<file path="config.mk">
export PLATFORM = sky130hd
export DESIGN_NAME = serial_bank_switch_mapper
export DESIGN_NICKNAME = d
export VERILOG_FILES = /design/src/sv/sbsm_pkg.sv /design/src/sv/sbsm_regs.sv /design/src/sv/serial_bank_switch_mapper.sv
export SDC_FILE = /design/constraint.sdc
export NUM_CORES = 1
export LEC_CHECK = 0
export BUFFER_PORTS_ARGS = -buffer_cell sky130_fd_sc_hd__buf_4
export CORE_ASPECT_RATIO = 0.9
export CORE_MARGIN = 2
export CORE_UTILIZATION = 47
export CTS_BUF_LIST = sky130_fd_sc_hd__clkbuf_16
export CTS_CLUSTER_SIZE = 25
export DETAILED_ROUTE_END_ITERATION = 7
export PLACE_DENSITY = 0.7
export SLEW_MARGIN = 10
export SYNTH_ARGS = -nofsm -noshare
export SYNTH_HDL_FRONTEND = slang
export SYNTH_SLANG_ARGS = --single-unit
</file>
<file path="constraint.sdc">
create_clock -name clock -period 2.01 [get_ports clock]
set_clock_uncertainty 0.15 [all_clocks]
set_input_delay 0.5025 -clock clock [delete_from_list [all_inputs] [get_ports clock]]
set_output_delay 0.5025 -clock clock [all_outputs]
set_load 0.005 [all_outputs]
</file>
<file path="src/sv/sbsm_pkg.sv">
// Shared types and constants for the serial bank switch mapper.
// Used by sbsm_regs and serial_bank_switch_mapper; depends on nothing.
package sbsm_pkg;

   // Bus access kinds carried on the request tuser.
   typedef enum logic [1:0] {
      CMD_CPU_READ  = 2'd0,
      CMD_CPU_WRITE = 2'd1,
      CMD_PPU_READ  = 2'd2,
      CMD_PPU_WRITE = 2'd3
   } cmd_type;

   // Memory reached by an access, carried on the response tuser.
   typedef enum logic [2:0] {
      TGT_NONE    = 3'd0,
      TGT_PRG_ROM = 3'd1,
      TGT_PRG_RAM = 3'd2,
      TGT_CHR     = 3'd3,
      TGT_PPU     = 3'd4,
      TGT_FAULT   = 3'd5
   } target_type;

   // Mapper register picked by CPU address bits 14:13.
   typedef enum logic [1:0] {
      SEL_CONTROL  = 2'd0,
      SEL_CHR_LOW  = 2'd1,
      SEL_CHR_HIGH = 2'd2,
      SEL_PRG      = 2'd3
   } reg_sel_type;

   // PRG banking mode, control bits 3:2.
   typedef enum logic [1:0] {
      PRG_SWITCH_32K     = 2'd0,
      PRG_SWITCH_32K_ALT = 2'd1,
      PRG_FIX_LOWER      = 2'd2,
      PRG_FIX_UPPER      = 2'd3
   } prg_mode_type;

   localparam logic [4:0]  SHIFT_MARKER   = 5'h10;
   localparam logic [4:0]  CONTROL_RESET  = 5'h0C;
   localparam logic [3:0]  PRG_HIGH_RESET = 4'hF;
   localparam logic [4:0]  CHR_HIGH_RESET = 5'h01;
   localparam logic [15:0] EXP_AREA_BASE  = 16'h4020;
   localparam logic [15:0] PRG_RAM_BASE   = 16'h6000;
   localparam logic [15:0] PRG_ROM_BASE   = 16'h8000;
   localparam logic [15:0] PRG_HIGH_BASE  = 16'hC000;
   localparam logic [15:0] CHR_HIGH_BASE  = 16'h1000;
   localparam logic [15:0] PPU_INT_BASE   = 16'h2000;

   localparam int MEM_ADDR_W  = 18;
   localparam int REQ_TDATA_W = 24;
   localparam int RSP_TDATA_W = 32;

   // One serial port write as it leaves the input register.
   typedef struct packed {
      logic        valid;
      reg_sel_type sel;
      logic [7:0]  data;
   } serial_write_type;

   // Current bank windows plus the mirroring bits after this write.
   typedef struct packed {
      logic [3:0] prg_low;
      logic [3:0] prg_high;
      logic [4:0] chr_low;
      logic [4:0] chr_high;
      logic [1:0] mirroring_next;
   } map_state_type;

endpackage

</file>
<file path="src/sv/sbsm_regs.sv">
// Mapper register file: serial shift register, control and bank registers.
// Depends on sbsm_pkg.
module sbsm_regs (
   input  logic                     clock,
   input  logic                     reset,
   input  sbsm_pkg::serial_write_type wr,
   input  logic                     csr_we,
   input  logic [3:0]               csr_wdata,
   output sbsm_pkg::map_state_type  state
);
   import sbsm_pkg::*;

   logic [4:0] shift_ff, shift_in;
   logic [4:0] control_ff, control_in;
   logic [3:0] prg_low_ff, prg_low_in;
   logic [3:0] prg_high_ff, prg_high_in;
   logic [4:0] chr_low_ff, chr_low_in;
   logic [4:0] chr_high_ff, chr_high_in;
   logic [4:0] collect;
   logic       do_load;

   // Shift in LSB first; the marker reaching bit 0 means this is the fifth bit.
   assign collect = {wr.data[0], shift_ff[4:1]};

   always_comb begin
      shift_in    = shift_ff;
      control_in  = control_ff;
      prg_low_in  = prg_low_ff;
      prg_high_in = prg_high_ff;
      chr_low_in  = chr_low_ff;
      chr_high_in = chr_high_ff;
      do_load     = 1'b0;
      if (wr.valid) begin
         if (wr.data[7]) begin
            shift_in = SHIFT_MARKER;
         end else if (shift_ff[0]) begin
            shift_in = SHIFT_MARKER;
            do_load  = 1'b1;
         end else begin
            shift_in = collect;
         end
      end
      if (do_load) begin
         case (wr.sel)
            SEL_CONTROL: begin
               control_in = collect;
            end
            SEL_CHR_LOW: begin
               if (control_ff[4]) begin
                  chr_low_in = collect;
               end else begin
                  chr_low_in  = {collect[4:1], 1'b0};
                  chr_high_in = {collect[4:1], 1'b1};
               end
            end
            SEL_CHR_HIGH: begin
               if (control_ff[4]) begin
                  chr_high_in = collect;
               end
            end
            SEL_PRG: begin
               case (prg_mode_type'(control_ff[3:2]))
                  PRG_FIX_LOWER: begin
                     prg_high_in = collect[3:0];
                  end
                  PRG_FIX_UPPER: begin
                     prg_low_in = collect[3:0];
                  end
                  PRG_SWITCH_32K, PRG_SWITCH_32K_ALT: begin
                     prg_low_in  = {collect[3:1], 1'b0};
                     prg_high_in = {collect[3:1], 1'b1};
                  end
                  default: begin
                     prg_low_in = prg_low_ff;
                  end
               endcase
            end
            default: begin
               control_in = control_ff;
            end
         endcase
      end
      // New cartridge size: the fixed upper window moves to the last bank.
      if (csr_we) begin
         prg_high_in = csr_wdata;
      end
   end

   always_ff @(posedge clock) begin
      if (reset) begin
         shift_ff    <= SHIFT_MARKER;
         control_ff  <= CONTROL_RESET;
         prg_low_ff  <= '0;
         prg_high_ff <= PRG_HIGH_RESET;
         chr_low_ff  <= '0;
         chr_high_ff <= CHR_HIGH_RESET;
      end else begin
         shift_ff    <= shift_in;
         control_ff  <= control_in;
         prg_low_ff  <= prg_low_in;
         prg_high_ff <= prg_high_in;
         chr_low_ff  <= chr_low_in;
         chr_high_ff <= chr_high_in;
      end
   end

   assign state.prg_low        = prg_low_ff;
   assign state.prg_high       = prg_high_ff;
   assign state.chr_low        = chr_low_ff;
   assign state.chr_high       = chr_high_ff;
   assign state.mirroring_next = control_in[1:0];

   a_marker_kept : assert property (@(posedge clock) disable iff (reset)
      shift_ff != 5'd0)
      else $error("serial shift register lost its marker bit");

   a_chr8k_pair : assert property (@(posedge clock) disable iff (reset)
      do_load && (wr.sel == SEL_CHR_LOW) && !control_ff[4]
      |=> chr_high_ff == chr_low_ff + 5'd1)
      else $error("8K CHR load did not pair the high window");

   a_clear_serial : assert property (@(posedge clock) disable iff (reset)
      wr.valid && wr.data[7] |=> shift_ff == SHIFT_MARKER)
      else $error("serial clear did not restore the marker");

   a_csr_high : assert property (@(posedge clock) disable iff (reset)
      csr_we |=> prg_high_ff == $past(csr_wdata))
      else $error("last bank write did not reach the upper PRG window");

endmodule

</file>
<file path="src/sv/serial_bank_switch_mapper.sv">
// Top level of the serial bank switch mapper: request/response pipeline and
// address translation. Depends on sbsm_pkg and sbsm_regs.
//
// Cartridge bank mapper of the serial-load kind. Each request is one CPU or
// PPU bus access; each produces exactly one response naming the memory it
// reaches, the byte offset inside it, a write strobe with data, and the
// current mirroring bits. CPU writes at 0x8000 and above shift one bit into
// the serial port (data bit 7 clears it); every fifth bit loads control,
// CHR low, CHR high or PRG bank as picked by address bits 14:13. Such writes
// answer with target none. The block takes one request per clock cycle while
// rsp_tready is high; a request is held in the input register, and its response
// is offered from the response register: the mapper registers update and the
// translation is computed as it moves into the response register. A held
// response stalls the input register; req_tready drops only while both
// registers are full and rsp_tready is low.
// Translation uses the banks in force before the request;
// the mirroring bits reflect any control load made by the request itself.
// The csr port writes the last PRG bank index and sets the upper PRG window
// to it; write it only while no request is in flight.
module serial_bank_switch_mapper (
   input  logic                               clock,
   input  logic                               reset,
   // Request channel
   input  logic                               req_tvalid,
   output logic                               req_tready,
   input  logic [sbsm_pkg::REQ_TDATA_W-1:0]   req_tdata,  // address[15:0], data[23:16]
   input  logic [1:0]                         req_tuser,  // cmd[1:0]
   // Response channel
   output logic                               rsp_tvalid,
   input  logic                               rsp_tready,
   output logic [sbsm_pkg::RSP_TDATA_W-1:0]   rsp_tdata,  // mem_addr[17:0],
                                                          // write_enable[18],
                                                          // write_data[26:19],
                                                          // mirroring[28:27], zero
   output logic [2:0]                         rsp_tuser,  // target[2:0]
   // Configuration
   input  logic                               csr_we,
   input  logic [3:0]                         csr_wdata   // prg_last_bank
);
   import sbsm_pkg::*;

   // Input register
   logic                  s1_valid_ff, s1_valid_in;
   cmd_type               s1_cmd_ff, s1_cmd_in;
   logic [15:0]           s1_addr_ff, s1_addr_in;
   logic [7:0]            s1_data_ff, s1_data_in;

   // Response register
   logic                  rsp_valid_ff, rsp_valid_in;
   target_type            rsp_target_ff, rsp_target_in;
   logic [MEM_ADDR_W-1:0] rsp_maddr_ff, rsp_maddr_in;
   logic                  rsp_we_ff, rsp_we_in;
   logic [7:0]            rsp_wdata_ff, rsp_wdata_in;
   logic [1:0]            rsp_mirror_ff, rsp_mirror_in;

   logic                  req_acc;
   logic                  out_free;
   logic                  s1_adv;
   serial_write_type      wr;
   map_state_type         mstate;

   // Advance the input register whenever the response slot is empty or
   // being drained this cycle; accept a new request into the freed slot.
   assign out_free   = !rsp_valid_ff || rsp_tready;
   assign s1_adv     = s1_valid_ff && out_free;
   assign req_tready = !s1_valid_ff || out_free;
   assign req_acc    = req_tvalid && req_tready;

   assign s1_valid_in = req_acc ? 1'b1 : (s1_adv ? 1'b0 : s1_valid_ff);
   assign s1_cmd_in   = cmd_type'(req_tuser);
   assign s1_addr_in  = req_tdata[15:0];
   assign s1_data_in  = req_tdata[23:16];

   // Serial port write: only as the request moves on, so it fires once.
   assign wr.valid = s1_adv && (s1_cmd_ff == CMD_CPU_WRITE) && s1_addr_ff[15];
   assign wr.sel   = reg_sel_type'(s1_addr_ff[14:13]);
   assign wr.data  = s1_data_ff;

   sbsm_regs u_regs (
      .clock     (clock),
      .reset     (reset),
      .wr        (wr),
      .csr_we    (csr_we),
      .csr_wdata (csr_wdata),
      .state     (mstate)
   );

   // Address translation
   always_comb begin
      rsp_target_in = TGT_NONE;
      rsp_maddr_in  = '0;
      rsp_we_in     = 1'b0;
      case (s1_cmd_ff)
         CMD_CPU_READ: begin
            if (s1_addr_ff >= PRG_HIGH_BASE) begin
               rsp_target_in = TGT_PRG_ROM;
               rsp_maddr_in  = {mstate.prg_high, s1_addr_ff[13:0]};
            end else if (s1_addr_ff >= PRG_ROM_BASE) begin
               rsp_target_in = TGT_PRG_ROM;
               rsp_maddr_in  = {mstate.prg_low, s1_addr_ff[13:0]};
            end else if (s1_addr_ff >= PRG_RAM_BASE) begin
               rsp_target_in = TGT_PRG_RAM;
               rsp_maddr_in  = {5'd0, s1_addr_ff[12:0]};
            end else begin
               rsp_target_in = TGT_FAULT;
            end
         end
         CMD_CPU_WRITE: begin
            if (s1_addr_ff >= PRG_ROM_BASE) begin
               // Serial port: no memory access.
               rsp_target_in = TGT_NONE;
            end else if (s1_addr_ff >= PRG_RAM_BASE) begin
               rsp_target_in = TGT_PRG_RAM;
               rsp_maddr_in  = {5'd0, s1_addr_ff[12:0]};
               rsp_we_in     = 1'b1;
            end else if (s1_addr_ff >= EXP_AREA_BASE) begin
               // Expansion area: drop the write.
               rsp_target_in = TGT_NONE;
            end else begin
               rsp_target_in = TGT_FAULT;
            end
         end
         CMD_PPU_READ, CMD_PPU_WRITE: begin
            if (s1_addr_ff < CHR_HIGH_BASE) begin
               rsp_target_in = TGT_CHR;
               rsp_maddr_in  = {1'b0, mstate.chr_low, s1_addr_ff[11:0]};
            end else if (s1_addr_ff < PPU_INT_BASE) begin
               rsp_target_in = TGT_CHR;
               rsp_maddr_in  = {1'b0, mstate.chr_high, s1_addr_ff[11:0]};
            end else begin
               rsp_target_in = TGT_PPU;
               rsp_maddr_in  = {2'd0, s1_addr_ff};
            end
            rsp_we_in = (s1_cmd_ff == CMD_PPU_WRITE);
         end
         default: begin
            rsp_target_in = TGT_FAULT;
         end
      endcase
   end

   assign rsp_wdata_in  = rsp_we_in ? s1_data_ff : 8'd0;
   assign rsp_mirror_in = mstate.mirroring_next;
   assign rsp_valid_in  = s1_adv ? 1'b1 : (rsp_tready ? 1'b0 : rsp_valid_ff);

   always_ff @(posedge clock) begin
      if (reset) begin
         s1_valid_ff  <= 1'b0;
         rsp_valid_ff <= 1'b0;
      end else begin
         s1_valid_ff  <= s1_valid_in;
         rsp_valid_ff <= rsp_valid_in;
      end
   end

   // Payload registers: hold unless their stage loads.
   always_ff @(posedge clock) begin
      if (req_acc) begin
         s1_cmd_ff  <= s1_cmd_in;
         s1_addr_ff <= s1_addr_in;
         s1_data_ff <= s1_data_in;
      end
      if (s1_adv) begin
         rsp_target_ff <= rsp_target_in;
         rsp_maddr_ff  <= rsp_maddr_in;
         rsp_we_ff     <= rsp_we_in;
         rsp_wdata_ff  <= rsp_wdata_in;
         rsp_mirror_ff <= rsp_mirror_in;
      end
   end

   assign rsp_tvalid = rsp_valid_ff;
   assign rsp_tuser  = rsp_target_ff;
   assign rsp_tdata  = {3'd0, rsp_mirror_ff, rsp_wdata_ff, rsp_we_ff, rsp_maddr_ff};

   a_no_overwrite : assert property (@(posedge clock) disable iff (reset)
      req_acc && s1_valid_ff |-> s1_adv)
      else $error("input register overwritten before it advanced");

   a_serial_none : assert property (@(posedge clock) disable iff (reset)
      wr.valid |=> rsp_tuser == TGT_NONE && !rsp_tdata[18])
      else $error("serial port write produced a memory access");

   a_wdata_zero : assert property (@(posedge clock) disable iff (reset)
      rsp_valid_ff && !rsp_we_ff |-> rsp_wdata_ff == 8'd0)
      else $error("write data not cleared without a strobe");

endmodule
</file>
* Word level (Yosys, flattened, before mapping)
Index checks and enable logic that the tools add are counted.
** Operators by class
- Add/sub/neg operators :: 0
- $mul :: 0
- Divide/modulo/power cells :: 0
- Magnitude comparators :: 6
- Equality and inequality tests :: 11
- Shifts and indexed selects :: 0
- Multiplexer cells :: 39
- Bitwise gates (word level) :: 0
- Reduce and logical (&&, ||, !) cells :: 25
** Operators by type and width (count)
- $pmux W18 S3 :: 1
- $mux W18 :: 2
- $mux W17 :: 2
- $ge A16 B15 Y1 const B :: 2
- $ge A16 B16 Y1 const B :: 2
- $mux W13 :: 2
- $mux W3 :: 8
- $mux W5 :: 4
- $lt A16 B13 Y1 const B :: 1
- $lt A16 B14 Y1 const B :: 1
- $pmux W4 S2 :: 2
- $eq A2 B2 Y1 const B :: 6
- $mux W4 :: 3
- $reduce_bool A2 Y1 :: 6
- $mux W1 :: 10
- $pmux W5 S2 :: 1
- $pmux W3 S3 :: 1
- $eq A2 B1 Y1 const B :: 3
- $logic_not A2 Y1 :: 3
- $reduce_and A3 Y1 :: 2
- $logic_and A1 B1 Y1 :: 4
- $mux W2 :: 2
- $reduce_and A2 Y1 :: 2
- $reduce_and A4 Y1 :: 1
- other kinds (7) :: 10
** Word-level totals
- Register bits after elaboration :: 88
- Latch bits :: 0
- Bits in writable memories :: 0
- Bits in read-only memories :: 0
- Input port bits :: 35
- Output and inout bits :: 37
- Logic and storage cells :: 98
- Memories kept :: 0

* Depth between registers and ports, before layout
- Word-level depth :: 8
- Depth in mapped cells :: 7
- Depth with buffers taken out :: 6

* Hierarchy
Synthesis repeated with hierarchy kept, for this count alone.
** Unflattened totals
- Cell total of the unflattened synthesis :: 293
- Area total of the unflattened synthesis :: 3628.5 sq um
** Modules (own cells, without submodules)
- serial_bank_switch_mapper :: instances 1, cells an instance 147, area each 2347.3 sq um, sequential area each 1781.7 sq um
- sbsm_regs :: instances 1, cells an instance 146, area each 1281.2 sq um, sequential area each 560.5 sq um

* Least setup slack after synthesis
Ideal clock, no wire load.
- Kind :: input-to-reg
- Start :: input rsp_tready
- End :: register rsp_maddr_ff[0] (enable)
- Library setup time :: 0.392 ns
- Arrival :: 1.604 ns
- Required time :: 1.468 ns
- Path slack :: -0.136 ns
- Stages on the path :: 3
- Buffers on the path :: 1
- Cells stage by stage :: nand2b_1 > buf_2 > and2_1
** On the way
- Cells in the longest elaborated chain, start to end :: 2
** Ends and longest elaborated chain
- start: declaration :: line serial_bank_switch_mapper.sv:30 : input logic rsp_tready,
- $logic_or A1 B1 Y1 :: line serial_bank_switch_mapper.sv:64 : assign out_free = !rsp_valid_ff || rsp_tready;
- $logic_and A1 B1 Y1 :: line serial_bank_switch_mapper.sv:65 : assign s1_adv = s1_valid_ff && out_free;
- end signal: assignment :: line serial_bank_switch_mapper.sv:165 : rsp_maddr_ff <= rsp_maddr_in;
- end: declaration :: line serial_bank_switch_mapper.sv:51 : logic [MEM_ADDR_W-1:0] rsp_maddr_ff, rsp_maddr_in;
Every way passes these cells.
A chain may end at the register's enable or synchronous reset.

* Worst setup path after layout
- Start :: register s1_addr_ff[3]
- End :: register rsp_wdata_ff[0] (data pin)
** On the way
- Cells in the longest elaborated chain, start to end :: 4
** Ends and longest elaborated chain
- start: declaration :: line serial_bank_switch_mapper.sv:45 : logic [15:0] s1_addr_ff, s1_addr_in;
- start signal: assignment :: line serial_bank_switch_mapper.sv:160 : s1_addr_ff <= s1_addr_in;
- $ge A16 B15 Y1 :: line serial_bank_switch_mapper.sv:112 : end else if (s1_addr_ff >= PRG_RAM_BASE) begin
- $mux W1 :: line serial_bank_switch_mapper.sv:112
- $mux W1 * :: line serial_bank_switch_mapper.sv:109 : if (s1_addr_ff >= PRG_ROM_BASE) begin
- $pmux W1 S2 * :: line serial_bank_switch_mapper.sv:93 : case (s1_cmd_ff)
- via rsp_we_in :: line serial_bank_switch_mapper.sv:52 : logic rsp_we_ff, rsp_we_in;
- end signal: assignment :: line serial_bank_switch_mapper.sv:167 : rsp_wdata_ff <= rsp_wdata_in;
- end: declaration :: line serial_bank_switch_mapper.sv:53 : logic [7:0] rsp_wdata_ff, rsp_wdata_in;
Mark *: on every way through the listed nets, which the timed path passes. The rest lies on a longest branch.

==> run metrics <==
initial antenna violation count=0; Die Y=89.1 µm; syn avg cell area=12.4 µm²; htree depth=3; DRC=0; max_cap viols=0; # setup viols final=0; critical path cell sequence=nor4_2 > nand4_2 > a311oi_4 > buf_6 > and2_1; stages on the worst setup path=5; share of cells above drive strength 1=31.3%; Boundary Pins=72; Setup crit start kind=flip-flop; register area share after synthesis=62.0%; number of synthesized register bits=88; Nets=430; Die ar.=8770 µm²; worst hold margin=0.184 ns; CP bufs+invs=1; number of flops mapped to enable cells by yosys=58; Initial Util=47.7%; final hold viol count=0; ANT cells=0; crit path time final=1.91 ns; CP Data Required Time=2.07 ns; delay of the slowest critical-path stage=0.42 ns; CTS sink cnt=88; crit path DAT=1.97 ns; post-route cell area=4810 µm²; cells on worst reg2reg path=5; critical path's slowest cell=edfxtp_1; Crit path max-delay family=simple AND/OR/NAND/NOR gates; area delta synth->final=27.3%; hpwl dp=5590 µm; Area after DPL=4490 µm²; worst-path fanout max=9; number of global-route vias before repair=2430; Min-Delay Startpoint=req_tdata[21]; Setup crit end kind=flip-flop; TNS Setup=0 ns; wire per inst=15.4 µm; Finished Layout Cells=495; R2R Path End=rsp_wdata_ff[0]; ys async rst share=0%; outcome=finished clean; worst r2r src=s1_addr_ff[3]; Placed Cells=475; Clock transition at path regs=0.07 ns; Cell variety after synth=51; root buf cell=clkbuf_16; All-Layer GR Usage=17.7%; Max Freq=0.523 GHz; routed vias/inst=5.33; Cell Area, Synth=3780 µm²; cell count after synthesis=305; ANT nets after route=0; first-pass GRT wire length=12000 µm; Max rail drop VDD=504 µV; Slew Viols, Final=0; Power Dens Cells=816 nW/µm²; min-delay worst type=in2reg; Die Wd=98.5 µm; input/output buffers=68; CORE AREA=7910 µm²; hold path depth=1; CTS tree=yes; DRT Pass-1 Iters=4; Initial DRC Count=146; Num CTS Buffers=9; Hold Path End=s1_data_ff[5]; Period Utilization, post-route=95.1%; Primary FF master, synth=edfxtp_1; CP Class=reg2reg; hold_buf cts=0; final wirelength=7630 µm; row count=31; Syn. warnings=0; worst skew pair latency=0.34 ns; clk buf depth=2; total grt overflow=0; Leakage=0.00182 µW; pin count of the biggest net entering global routing=37; gpl congestion=0.937; DR vias=2638; r2r setup slk=0.1 ns
==> cells in the mapped netlist, drive strengths merged, types with 3 or more instances <==
master   n  area, µm²
mux2     3       33.8
mux2i    8       80.1
nand3   14       70.1
ha       4       50.1
o21ai   14       73.8
and3     4       30.0
nor2     9       33.8
a211o    4       35.0
edfxtp  58       1740
or3      3       18.8
buf     12       91.3
nand2b   3       18.8
inv      6       22.5
nor4     8       71.3
nand2   23       86.3
clkbuf   7       26.3
or3b     3       26.3
a21oi   24        120
nor3     6       30.0
a211oi   3       22.5
nor2b    5       31.3
dfxtp   30        601
nor3b    5       37.5
nand4    7       80.1
and2    11       68.8
a21boi  13       97.6
==> what timing repair did <==
action | 4_1_cts | 5_1_grt
buffers inserted | 0 | 4
gates resized for setup | 0 | 6
endpoints found under the setup margin | 8 | 16
pin swaps | 1 | 4
==> worst max-delay path by stage <==
stage	start	end
2_1_floorplan	s1_addr_ff[13]	rsp_maddr_ff[0]
3_3_place_gp	s1_addr_ff[14]	rsp_maddr_ff[12]
3_5_place_dp	s1_addr_ff[15]	rsp_wdata_ff[7]
4_1_cts	s1_addr_ff[15]	rsp_maddr_ff[8]
5_1_grt	s1_addr_ff[13]	u_regs.prg_high_ff[1]
6_report	s1_addr_ff[3]	rsp_wdata_ff[0]
==> placed cells by master, fill, tap and decap left out, drive strengths merged, types with 4 or more instances in the layout <==
cell type,netlist,layout
a211o,4,4
a21boi,13,13
a21oi,24,24
and2,11,11
and3,4,4
buf,12,92
clkbuf,7,9
dfxtp,30,30
edfxtp,58,58
ha,4,4
inv,6,9
mux2i,8,8
nand2,23,23
nand3,14,14
nand4,7,7
nor2,9,9
nor2b,5,5
nor3,6,6
nor3b,5,5
nor4,8,8
o21ai,14,14
==> logic make-up after synthesis <==
group,Yosys count,share of synthesized area (%)
flip-flops,88,62.0
multiplexers,11,3.01
adder cells (fa/ha/maj),4,1.32
AO/OA/AOI/OAI,69,11.9
AND/OR/NAND/NOR,107,18.0
other,1,0.0993
buffers and inverters,25,3.71
==> per-layer routing <==
layer  vias up  GRT usage, %  routed length, µm
met5         -             0                  0
met1      1264          23.7               3490
li1       1309             -                  -
met2        56          28.2               3720
met3         9          3.13                274
met4         0          8.84                144
==> worst register-to-register path: cells and delay by family, from the launching register on <==
family                 cells  cell delay (ns)
AND/OR/NAND/NOR            3             0.75
flip-flops                 1             0.42
AO/OA/AOI/OAI              1             0.29
buffers and inverters      1             0.16
==> where the power goes <==
part	total, µW	leakage, µW	internal [µW]	switching, µW
Combinational	330	0.000887	170	160
Clock	1540	0.000138	847	697
Sequential	2050	0.000799	2010	39.2
Total	3930	0.00182	3030	896
==> final cells by class <==
class | instances | area [µm²]
clock buffers | 9 | 225
clock inverters | 7 | 55.1
fillers | 652 | 3100
inverters | 6 | 22.5
multi-input cells | 194 | 1310
flip-flops and latches | 88 | 2340
well taps | 99 | 124
repair buffers | 92 | 732
==> metrics by stage <==
| stage | total power, µW | util (%) | setup WS, ns |
|---|---|---|---|
| 6_report | 3930 | 60.8 | 0.0978 |
| 5_1_grt | 4060 | 60.8 | -0.00525 |
| 4_1_cts | 3960 | 60.3 | 0.0158 |
| 3_5_place_dp | 2420 | 56.8 | -0.00111 |
| 3_3_place_gp | 2410 | 56.8 | 0.0875 |
| 2_1_floorplan | 2240 | - | 0.0662 |
==> registers in the layout, indices dropped and copies added (netlist names) <==
signal / count
s1_data_ff: 8
s1_valid_ff: 1
rsp_tuser: 3
u_regs.chr_high_ff: 5
rsp_we_ff: 1
s1_cmd_ff: 2
rsp_tvalid: 1
rsp_maddr_ff: 18
u_regs.control_ff: 5
rsp_wdata_ff: 8
u_regs.chr_low_ff: 5
u_regs.shift_ff: 5
rsp_mirror_ff: 2
u_regs.prg_low_ff: 4
u_regs.prg_high_ff: 4
s1_addr_ff: 16
Power figures use the tool's default switching activity.
